## src/rtl/sle_pkg.sv

```systemverilog
package sle_pkg;

   localparam logic [1:0] MODE_LOOKAHEAD = 2'd0;
   localparam logic [1:0] MODE_FULL      = 2'd1;
   localparam logic [1:0] MODE_MARKUP    = 2'd2;

   localparam logic [7:0] CHAR_BSLASH = 8'h5c;
   localparam logic [7:0] CHAR_X      = 8'h78;
   localparam logic [7:0] CHAR_QUOTE  = 8'h27;
   localparam logic [7:0] CHAR_DQUOTE = 8'h22;
   localparam logic [7:0] CHAR_AMP    = 8'h26;
   localparam logic [7:0] CHAR_LT     = 8'h3c;
   localparam logic [7:0] CHAR_EQ     = 8'h3d;
   localparam logic [7:0] CHAR_GT     = 8'h3e;
   localparam logic [7:0] CHAR_LF     = 8'h0a;
   localparam logic [7:0] CHAR_CR     = 8'h0d;
   localparam logic [7:0] CHAR_N      = 8'h6e;
   localparam logic [7:0] CHAR_R      = 8'h72;
   localparam logic [7:0] CHAR_2      = 8'h32;
   localparam logic [7:0] CHAR_3      = 8'h33;
   localparam logic [7:0] CHAR_5      = 8'h35;
   localparam logic [7:0] CHAR_7      = 8'h37;
   localparam logic [7:0] CHAR_C      = 8'h63;
   localparam logic [7:0] CHAR_D      = 8'h64;
   localparam logic [7:0] CHAR_E      = 8'h65;
   localparam logic [7:0] CHAR_6      = 8'h36;

   // bytes that let a held backslash stay single: backslash, n, r, t
   localparam logic [24:0] LOOKAHEAD_MASK = 25'h1440001;
   localparam logic [7:0]  LOOKAHEAD_SPAN = 8'h18;

   // prefix: resolution of a held backslash
   localparam logic [1:0] PRE_NONE   = 2'd0;
   localparam logic [1:0] PRE_SINGLE = 2'd1;
   localparam logic [1:0] PRE_HEX    = 2'd2;

   // body: what the item's own byte becomes
   localparam logic [1:0] BODY_NONE = 2'd0;
   localparam logic [1:0] BODY_RAW  = 2'd1;
   localparam logic [1:0] BODY_PAIR = 2'd2;
   localparam logic [1:0] BODY_HEX  = 2'd3;

   typedef struct packed {
      logic [7:0] in_byte;
      logic       end_of_string;
   } req_type;

   typedef struct packed {
      logic [7:0] out_byte;
      logic       last_of_run;
      logic       string_done;
   } rsp_type;

   typedef struct packed {
      logic [1:0] pre;
      logic [1:0] body;
      logic [7:0] arg_a;
      logic [7:0] arg_b;
      logic       last;
   } job_type;

endpackage

```

## src/rtl/string_literal_escaper_top.sv

```systemverilog
// Channel   Direction  Handshake             Payload
// request   in         push / full          req_item  (in_byte, end_of_string)
// response  out        empty / pop          rsp_item  (out_byte, last_of_run, string_done)
// csr       in         csr_wr_en            csr_wr_data (escape_mode)
//
// A byte that passes unchanged gives one output beat; an item gives one beat per output
// byte (up to eight), serialized by the back end one byte per cycle while the output stage is free or popped.
// Items that produce no output (a held backslash) stop at the front end and never enter the queue.
// The first result passes through the job queue and then the output register to the response ports.
// Reset is synchronous; it empties the queue and output stage and clears the mode.
// full reflects only the job queue, so input keeps flowing while a result waits
// until the job queue fills.
module string_literal_escaper_top #(
   parameter int QUEUE_DEPTH = 2
) (
   input  logic             clock,
   input  logic             reset,
   input  logic             push,
   output logic             full,
   input  sle_pkg::req_type req_item,
   output logic             empty,
   input  logic             pop,
   output sle_pkg::rsp_type rsp_item,
   input  logic             csr_wr_en,
   input  logic [1:0]       csr_wr_data
);
   import sle_pkg::*;

   logic    accept;
   logic    job_push;
   job_type front_job;
   logic    q_valid;
   job_type q_job;
   logic    job_done;

   assign accept = push && !full;

   sle_front u_front (
      .clock       (clock),
      .reset       (reset),
      .csr_wr_en   (csr_wr_en),
      .csr_wr_data (csr_wr_data),
      .accept      (accept),
      .item        (req_item),
      .job_push    (job_push),
      .job         (front_job)
   );

   sle_queue #(
      .DEPTH (QUEUE_DEPTH)
   ) u_queue (
      .clock    (clock),
      .reset    (reset),
      .wr_en    (job_push),
      .wr_job   (front_job),
      .q_full   (full),
      .rd_en    (job_done),
      .rd_valid (q_valid),
      .rd_job   (q_job)
   );

   sle_back u_back (
      .clock     (clock),
      .reset     (reset),
      .job_valid (q_valid),
      .job       (q_job),
      .job_done  (job_done),
      .pop       (pop),
      .empty     (empty),
      .rsp_item  (rsp_item)
   );

endmodule

```

## src/rtl/sle_front.sv

```systemverilog
module sle_front (
   input  logic            clock,
   input  logic            reset,
   input  logic            csr_wr_en,
   input  logic [1:0]      csr_wr_data,
   input  logic            accept,
   input  sle_pkg::req_type item,
   output logic            job_push,
   output sle_pkg::job_type job
);
   import sle_pkg::*;

   logic [1:0] mode_ff, mode_in;
   logic       held_ff, held_in;
   logic       full_set;
   logic       keeps;
   logic       hold;
   logic [7:0] span_off;
   logic [7:0] b;

   assign b        = item.in_byte;
   assign full_set = (mode_ff == MODE_LOOKAHEAD) || (mode_ff == MODE_FULL);
   assign span_off = b - CHAR_BSLASH;

   always_comb begin
      keeps = (b == CHAR_QUOTE) || (b == CHAR_DQUOTE);
      if ((b >= CHAR_BSLASH) && (span_off <= LOOKAHEAD_SPAN)) begin
         keeps = LOOKAHEAD_MASK[span_off[4:0]];
      end
   end

   always_comb begin
      job.last  = item.end_of_string;
      job.pre   = held_ff ? (keeps ? PRE_SINGLE : PRE_HEX) : PRE_NONE;
      job.body  = BODY_RAW;
      job.arg_a = b;
      job.arg_b = b;
      hold      = 1'b0;
      case (b)
         CHAR_AMP: begin
            job.body = BODY_HEX; job.arg_a = CHAR_2; job.arg_b = CHAR_6;
         end
         CHAR_LT: begin
            job.body = BODY_HEX; job.arg_a = CHAR_3; job.arg_b = CHAR_C;
         end
         CHAR_EQ: begin
            job.body = BODY_HEX; job.arg_a = CHAR_3; job.arg_b = CHAR_D;
         end
         CHAR_GT: begin
            job.body = BODY_HEX; job.arg_a = CHAR_3; job.arg_b = CHAR_E;
         end
         CHAR_QUOTE: begin
            if (full_set) begin
               job.body = BODY_HEX; job.arg_a = CHAR_2; job.arg_b = CHAR_7;
            end
         end
         CHAR_DQUOTE: begin
            if (full_set) begin
               job.body = BODY_HEX; job.arg_a = CHAR_2; job.arg_b = CHAR_2;
            end
         end
         CHAR_LF: begin
            if (full_set) begin
               job.body = BODY_PAIR; job.arg_a = CHAR_N;
            end
         end
         CHAR_CR: begin
            if (full_set) begin
               job.body = BODY_PAIR; job.arg_a = CHAR_R;
            end
         end
         CHAR_BSLASH: begin
            if (mode_ff == MODE_FULL) begin
               job.body = BODY_PAIR; job.arg_a = CHAR_BSLASH;
            end else if (mode_ff == MODE_LOOKAHEAD) begin
               if (item.end_of_string) begin
                  job.body = BODY_HEX; job.arg_a = CHAR_5; job.arg_b = CHAR_C;
               end else begin
                  // hold until the next byte decides
                  job.body = BODY_NONE;
                  hold     = 1'b1;
               end
            end
         end
         default: begin
            job.body = BODY_RAW;
         end
      endcase
   end

   // drop items that only store a backslash
   assign job_push = accept && ((job.pre != PRE_NONE) || (job.body != BODY_NONE));

   assign mode_in = csr_wr_en ? csr_wr_data : mode_ff;
   assign held_in = accept ? hold : held_ff;

   always_ff @(posedge clock) begin
      if (reset) begin
         mode_ff <= MODE_LOOKAHEAD;
         held_ff <= 1'b0;
      end else begin
         mode_ff <= mode_in;
         held_ff <= held_in;
      end
   end

endmodule

```

## src/rtl/sle_queue.sv

```systemverilog
module sle_queue #(
   parameter int DEPTH = 2
) (
   input  logic             clock,
   input  logic             reset,
   input  logic             wr_en,
   input  sle_pkg::job_type wr_job,
   output logic             q_full,
   input  logic             rd_en,
   output logic             rd_valid,
   output sle_pkg::job_type rd_job
);
   import sle_pkg::*;

   localparam int PTR_W = (DEPTH > 1) ? $clog2(DEPTH) : 1;
   localparam int CNT_W = $clog2(DEPTH + 1);
   localparam logic [PTR_W-1:0] PTR_LAST = PTR_W'(DEPTH - 1);
   localparam logic [CNT_W-1:0] CNT_FULL = CNT_W'(DEPTH);

   job_type          entry_ff [DEPTH];
   logic [PTR_W-1:0] wr_ptr_ff, wr_ptr_in;
   logic [PTR_W-1:0] rd_ptr_ff, rd_ptr_in;
   logic [CNT_W-1:0] count_ff, count_in;
   logic             do_wr, do_rd;

   assign q_full   = (count_ff == CNT_FULL);
   assign rd_valid = (count_ff != '0);
   assign rd_job   = entry_ff[rd_ptr_ff];
   assign do_wr    = wr_en && !q_full;
   assign do_rd    = rd_en && rd_valid;

   always_comb begin
      wr_ptr_in = wr_ptr_ff;
      rd_ptr_in = rd_ptr_ff;
      count_in  = count_ff;
      if (do_wr) begin
         wr_ptr_in = (wr_ptr_ff == PTR_LAST) ? '0 : wr_ptr_ff + 1'b1;
      end
      if (do_rd) begin
         rd_ptr_in = (rd_ptr_ff == PTR_LAST) ? '0 : rd_ptr_ff + 1'b1;
      end
      if (do_wr && !do_rd) begin
         count_in = count_ff + 1'b1;
      end else if (do_rd && !do_wr) begin
         count_in = count_ff - 1'b1;
      end
   end

   always_ff @(posedge clock) begin
      if (reset) begin
         wr_ptr_ff <= '0;
         rd_ptr_ff <= '0;
         count_ff  <= '0;
      end else begin
         wr_ptr_ff <= wr_ptr_in;
         rd_ptr_ff <= rd_ptr_in;
         count_ff  <= count_in;
      end
   end

   always_ff @(posedge clock) begin
      if (do_wr) begin
         entry_ff[wr_ptr_ff] <= wr_job;
      end
   end

endmodule

```

## src/rtl/sle_back.sv

```systemverilog
module sle_back (
   input  logic             clock,
   input  logic             reset,
   input  logic             job_valid,
   input  sle_pkg::job_type job,
   output logic             job_done,
   input  logic             pop,
   output logic             empty,
   output sle_pkg::rsp_type rsp_item
);
   import sle_pkg::*;

   logic [2:0] idx_ff, idx_in;
   logic       out_valid_ff, out_valid_in;
   rsp_type    out_ff, out_in;
   logic [2:0] pre_len;
   logic [2:0] body_len;
   logic [3:0] len;
   logic [2:0] j;
   logic [7:0] cur_byte;
   logic       at_end;
   logic       load;

   always_comb begin
      case (job.pre)
         PRE_SINGLE: pre_len = 3'd1;
         PRE_HEX:    pre_len = 3'd4;
         default:    pre_len = 3'd0;
      endcase
      case (job.body)
         BODY_RAW:  body_len = 3'd1;
         BODY_PAIR: body_len = 3'd2;
         BODY_HEX:  body_len = 3'd4;
         default:   body_len = 3'd0;
      endcase
   end

   assign len    = {1'b0, pre_len} + {1'b0, body_len};
   assign at_end = ({1'b0, idx_ff} == (len - 4'd1));
   assign j      = idx_ff - pre_len;

   always_comb begin
      if (idx_ff < pre_len) begin
         if (job.pre == PRE_SINGLE) begin
            cur_byte = CHAR_BSLASH;
         end else begin
            case (idx_ff[1:0])
               2'd0:    cur_byte = CHAR_BSLASH;
               2'd1:    cur_byte = CHAR_X;
               2'd2:    cur_byte = CHAR_5;
               default: cur_byte = CHAR_C;
            endcase
         end
      end else begin
         case (job.body)
            BODY_PAIR: cur_byte = (j == 3'd0) ? CHAR_BSLASH : job.arg_a;
            BODY_HEX: begin
               case (j[1:0])
                  2'd0:    cur_byte = CHAR_BSLASH;
                  2'd1:    cur_byte = CHAR_X;
                  2'd2:    cur_byte = job.arg_a;
                  default: cur_byte = job.arg_b;
               endcase
            end
            default: cur_byte = job.arg_a;
         endcase
      end
   end

   // advance one beat whenever the output stage is free or being drained
   assign load     = job_valid && (!out_valid_ff || pop);
   assign job_done = load && at_end;

   always_comb begin
      idx_in       = idx_ff;
      out_in       = out_ff;
      out_valid_in = out_valid_ff && !pop;
      if (load) begin
         idx_in              = at_end ? 3'd0 : idx_ff + 3'd1;
         out_in.out_byte     = cur_byte;
         out_in.last_of_run  = at_end;
         out_in.string_done  = at_end && job.last;
         out_valid_in        = 1'b1;
      end
   end

   always_ff @(posedge clock) begin
      if (reset) begin
         idx_ff       <= 3'd0;
         out_valid_ff <= 1'b0;
      end else begin
         idx_ff       <= idx_in;
         out_valid_ff <= out_valid_in;
      end
   end

   always_ff @(posedge clock) begin
      out_ff <= out_in;
   end

   assign empty    = !out_valid_ff;
   assign rsp_item = out_ff;

endmodule

```

## config.mk

```make
export PLATFORM = sky130hd
export DESIGN_NAME = string_literal_escaper_top
export DESIGN_NICKNAME = d
export VERILOG_FILES = /design/src/rtl/sle_pkg.sv /design/src/rtl/string_literal_escaper_top.sv /design/src/rtl/sle_front.sv /design/src/rtl/sle_queue.sv /design/src/rtl/sle_back.sv
export SDC_FILE = /design/constraint.sdc
export NUM_CORES = 1
export LEC_CHECK = 0
export BUFFER_PORTS_ARGS = -buffer_cell sky130_fd_sc_hd__buf_2
export CORE_MARGIN = 5
export CORE_UTILIZATION = 40
export CTS_BUF_LIST = sky130_fd_sc_hd__clkbuf_4 sky130_fd_sc_hd__clkbuf_8
export CTS_CLUSTER_DIAMETER = 120
export CTS_CLUSTER_SIZE = 40
export DETAILED_ROUTE_END_ITERATION = 8
export HOLD_SLACK_MARGIN = 0.08
export PLACE_DENSITY = 0.57
export SLEW_MARGIN = 40
export SYNTH_ARGS = -nofsm -noshare
export SYNTH_HDL_FRONTEND = slang
export SYNTH_SLANG_ARGS = --single-unit
```

## constraint.sdc

```tcl
create_clock -name clock -period 5.1 [get_ports clock]
set_clock_uncertainty 0.1 [all_clocks]
set_input_delay 0.51 -clock clock [delete_from_list [all_inputs] [get_ports clock]]
set_output_delay 0.51 -clock clock [all_outputs]
set_load 0.01 [all_outputs]
```

# ---- Yosys cells after proc, flatten, opt, wreduce, memory -nomap -nowiden
# Memories as Yosys holds them, arrays and structs flattened. A register that Yosys moved wholly into a read port is not among the register bits.
# Cells that the tools add are included.
dict set report op_classes {
  mux 38
  reduce_logical 30
  n_lt_le_gt_ge 4
  n_addsub 9
  eq_ne 21
}
# cell count
set ops {}
lappend ops {{8-bit case mux with 7 select lines} 2}
lappend ops {{18-bit 2-to-1 mux} 3}
lappend ops {{8-bit by 6-bit equality test with 1-bit output (second input constant)} 6}
lappend ops {{8-bit 2-to-1 mux} 4}
lappend ops {{10-bit 2-to-1 mux} 3}
lappend ops {{8-bit case mux with 3 select lines} 1}
lappend ops {{7-bit case mux with 3 select lines} 1}
lappend ops {{8-bit by 4-bit equality test with 1-bit output (second input constant)} 2}
lappend ops {{16-bit 2-to-1 mux} 1}
lappend ops {{8-bit case mux with 2 select lines} 1}
lappend ops {{1-bit 2-to-1 mux} 13}
lappend ops {{2-bit equality test (second input constant)} 6}
lappend ops {{2-bit case mux with 6 select lines} 1}
lappend ops {{1-bit logical AND} 11}
lappend ops {{2-bit by 1-bit equality test with 1-bit output (second input constant)} 5}
lappend ops {{2-bit 2-to-1 mux} 5}
lappend ops {{3-bit case mux with 3 select lines} 1}
lappend ops {{8-bit by 7-bit equality test with 1-bit output (second input constant)} 1}
lappend ops {{8-bit by 7-bit >= comparator with 1-bit output (second input constant)} 1}
lappend ops {{8-bit by 5-bit <= comparator with 1-bit output (second input constant)} 1}
lappend ops {{2-bit nonzero test} 4}
lappend ops {{8-bit by 7-bit subtractor with 8-bit output (second input constant)} 1}
lappend ops {{2-bit logical NOT} 3}
lappend ops {{5-bit by 6-bit less-than comparator with 1-bit output (second input constant)} 1}
lappend ops {{16 further kinds} 24}
dict set report word_totals {
  mem_count 2
  ff_bits 21
  rom_bits 32
  ramBits 42
  wordCells 114
  out_inout_bits 12
}
# name words word_bits rd rd_clocked_by_memory_dff wr line_no
set memory_table {}
lappend memory_table {u_queue.entry_ff 2 21 1 1 1 sle_queue.sv:20} ;# job_type entry_ff [DEPTH];
lappend memory_table {{(name not given)} 32 1 1 0 0 sle_front.sv:28} ;# keeps = LOOKAHEAD_MASK[span_off[4:0]];

# ---- Depth between registers and ports, before layout
dict set report logic_depth {
  word_depth 14
  mapped_depth 16
  mapped_depth_nobuf 14
}

# ---- Hierarchy
# From an unflattened synthesis, not the netlist that was laid out.
dict set report unflattened {
  cells_unflattened 321
  hier_area_um2 3684.8
}
# mod cells_per_inst instances seq_area_each_um2 area_each_um2
set modules_own_cells {}
lappend modules_own_cells {sle_queue 90 1 1361.3 1727.9}
lappend modules_own_cells {sle_back 99 1 380.4 1021.0}
lappend modules_own_cells {sle_front 131 1 60.1 922.1}
lappend modules_own_cells {string_literal_escaper_top 1 1 0.0 13.8}

# ---- Worst setup path after synthesis
# Ideal clock, no wire load.
dict set report synth_path {
  kind {register to register}
  start {reg (tool-made name)}
  end {reg u_queue.count_ff[1]}
  n_path_buf 3
  t_arrival_ns 3.687
  path_stages_with_launch 15
  slack_ns 1.244
  synth_period_minus_slack_ns 3.856
  setup_time_ns 0.070
  cell_sequence {dfxtp_1 clkbuf_1 buf_2 buf_2 nor2_1 a32oi_1 ha_1 inv_1 fa_1 xor2_1 nor4_1 nand2_1 ha_1 or3_1 a21oi_1}
}
# element line_no
set synth_rtl {}
lappend synth_rtl {{end signal, assigned} sle_queue.sv:57} ;# count_ff <= count_in;
lappend synth_rtl {{end, declared} sle_queue.sv:23} ;# logic [CNT_W-1:0] count_ff, count_in;

==> flow_summary.json <==
{
  "synthToLayoutAreaGrowth_pct": 11.4,
  "hold_class": "primary input to flip-flop",
  "power_w": 0.00188,
  "criticalPathCategory": "flip-flop to flip-flop",
  "status": "complete, no violations",
  "slew_violations": 0,
  "initial_utilization_pct": 40.9,
  "viasPerCell": 5.44,
  "clkLatencyLatePin_ns": 0.34,
  "crit_fanout": 26,
  "synthesis.nets": 387,
  "p_clk_share_pct": 21.6,
  "drcViolationCount": 0,
  "leakagePower_nw": 1.54,
  "use_met3_pct": 1.81,
  "die_h_um": 107,
  "syn_avg_cell_area_sq_um": 10.7,
  "htreeDepth": 3,
  "synth_cells": 354,
  "grt_pass1_vias": 2734,
  "cts_buffers": 9,
  "ios": 28,
  "whs_path_depth": 3,
  "vias": 2792,
  "hold_violations": 0,
  "max_slew_margin_pct": 56.5,
  "combinationalPowerShare_pct": 37.8,
  "final_cell_count_no_fill": 513,
  "synth-seq-cells": 64,
  "core-area_sq_um": 9240,
  "layout_commonest_cell": "edfxtp_1",
  "maxCapViolations": 0,
  "cts-root-buf": "clkbuf_8",
  "rsz0062_at_grt": "false",
  "drt_iter0_drc": 140,
  "drt-total-wl_um": 8100,
  "dpl.hpwl_um": 5930,
  "irDropWorstVdd_v": 0.000133,
  "first_pass_iters": 5,
  "hold_end": "u_front.mode_ff[0]",
  "tightest_slew_ns": 0.646,
  "finalSetupViolCount": 0,
  "reg2reg_depth": 13,
  "pwr-share-seq_pct": 40.6,
  "fin_hold_ws_ns": 0.311,
  "cts_hold_buf": 0,
  "power.density_nw_per_um2": 448,
  "dieArea_sq_um": 11500,
  "synthFlopType": "edfxtp_1",
  "busiest_layer": "met2",
  "cts.path.max_buffers": 2,
  "mostFrequentLayoutCells": "edfxtp_1 (52), nor2_1 (28), buf_2 (27), a21oi_1 (26)",
  "period_needed_ns": 3.88,
  "regArea_sq_um": 1800,
  "met1_usage_pct": 18.9,
  "nets": 412,
  "hold_start": "csr_wr_data[0]",
  "grt_max_degree": 27,
  "async_reset_ff_share_pct": 0,
  "cp.arrival_ns": 4.05,
  "synthTopCellsByArea": "edfxtp_1 (41%), dfxtp_1 (6.4%), ha_1 (5.3%)",
  "max_stage_delay_ns": 0.53,
  "worstSetupStartpointType": "flip-flop",
  "timing.rr.end": "u_queue.count_ff[1]",
  "synth_edf_count": 52,
  "grt_use_total_pct": 14.9,
  "final_antenna_net_count": 0,
  "gp_congestion": 0.887,
  "p_sw_w": 0.000653,
  "cts_tree": "done",
  "synth-warning-count": 0,
  "worstPathRequired_ns": 5.27,
  "cellInternalPower_w": 0.00123,
  "cts_resized": 0,
  "n_fill_cell": 886,
  "crit_path_end_kind": "flip-flop",
  "place_inst": 497,
  "clock_sinks": 64,
  "wl_per_cell_um": 15.8,
  "cpMaxStageDelayCell": "a32oi_1",
  "die_w_um": 107,
  "drive_above_1_share_pct": 17.7,
  "yosysTopAreaCell": "edfxtp_1",
  "fmax_mhz": 258,
  "cts_setup_buffers": 0,
  "grt_pass1_wl_um": 13500,
  "rrSetupSlack_ns": 1.22,
  "multi_input_area_sq_um": 1800,
  "io_buffer_count": 27,
  "synth.distinct_cells": 69,
  "diodes": 0,
  "met2_usage_pct": 25.0,
  "rows": 35,
  "clk_pin_slew_worst_paths_ns": 0.07,
  "finalCritPeriodShare_pct": 76.1,
  "path_cells": "buf_4, nor2b_1, a32oi_1, ha_1, inv_1, fa_1, xor2_1, nor4_1, buf_4, nand2_1, ha_1, or3_1, a21oi_1",
  "switching_share_pct": 34.6,
  "yosysSeqAreaShare_pct": 47.7,
  "grt_antenna_before_repair": 0,
  "synthesis.area_sq_um": 3780,
  "finalSetupTns_ns": 0,
  "gr-total-overflow": 0,
  "yosysTopAreaCellShare_pct": 41.4
}
-- cells by family after synthesis --
kind of cell,Yosys count,synth area share [%]
buffers and inverters,41,4.61
AND/OR/NAND/NOR,112,16.9
AO/OA/AOI/OAI,90,17.1
adder cells (fa/ha/maj),17,5.83
flip-flops,64,47.7
multiplexers,21,5.77
XOR/XNOR,9,2.09
-- how the worst max path moves through the flow --
stage / to / slack (ns) / cells after the start / startpoint
floorplan: u_queue.count_ff[1] / 1.24 / 14 / flip-flop
global placement: u_queue.count_ff[1] / 1.39 / 13 / flip-flop
detailed placement: u_queue.count_ff[1] / 1.27 / 13 / flip-flop
CTS: u_queue.count_ff[1] / 1.25 / 13 / flip-flop
global route: u_queue.count_ff[1] / 0.96 / 13 / flip-flop
finish: u_queue.count_ff[1] / 1.22 / 13 / flip-flop
-- synthesized netlist by cell type, drive strengths merged (3+ instances only) --
master and count:
nor3 4, nand3 9, and2 5, a21oi 26, o21a 3, clkbuf 8
a22oi 3, nor2b 4, mux2 6, and3 4, edfxtp 52, ha 16
mux2i 15, nand2b 6, nand4bb 3, a31oi 4, nor2 29, inv 24
dfxtp 12, buf 9, xor2 7, o21bai 3, nor4 5, o22ai 7
or3 3, nand3b 4, a21o 3, nand2 24, o21ai 17
-- power by group through the flow --
| stage | Combinational (W) | Clock (W) | Sequential (W) |
|---|---|---|---|
| finish | 0.000712 | 0.000407 | 0.000765 |
| global route | 0.000803 | 0.000442 | 0.000777 |
| CTS | 0.000720 | 0.000420 | 0.000766 |
| detailed placement | 0.000715 | 0 | 0.000777 |
| global placement | 0.000696 | 0 | 0.000775 |
| floorplan | 0.000503 | 0 | 0.000792 |
-- registers in the layout, indices dropped and copies added (netlist names), named ones only --
name / flops
u_queue.wr_ptr_ff: 1
u_front.mode_ff: 2
u_back.out_valid_ff: 1
u_queue.count_ff: 2
u_front.held_ff: 1
u_queue.entry_ff: 42
u_back.rsp_item: 10
u_queue.rd_ptr_ff: 1
u_back.idx_ff: 3
-- final cells by class --
cell class / count / area share [%]
repair buffers: 31 / 3.93
inverters: 24 / 2.14
multi-input cells: 249 / 42.8
clock inverters: 1 / 0.119
well taps: 129 / 3.84
clock buffers: 15 / 4.31
flip-flops and latches: 64 / 42.8
-- layer usage --
layer,share of wire (%),up-vias
met1,46,1330
met2,49,83
li1,-,1369
met5,0,-
met4,1.4,0
met3,4.2,10
-- critical path: cells and delay by family, from the launching register on --
| family | cells | cell delay (ns) |
|---|---|---|
| AND/OR/NAND/NOR | 4 | 0.82 |
| buffers and inverters | 3 | 0.60 |
| XOR/XNOR | 1 | 0.16 |
| adder cells (fa/ha/maj) | 3 | 1.15 |
| flip-flops | 1 | 0.31 |
| AO/OA/AOI/OAI | 2 | 0.67 |
-- per-stage QoR --
step | utilization, % | cell area [sq um] | worst slack, ns
floorplan | - | 3780 | 1.24
global placement | 43.5 | 4020 | 1.39
detailed placement | 43.5 | 4020 | 1.27
CTS | 45.5 | 4210 | 1.25
global route | 45.5 | 4210 | 0.964
finish | 45.5 | 4210 | 1.22
(Power assumes the default switching activity.)
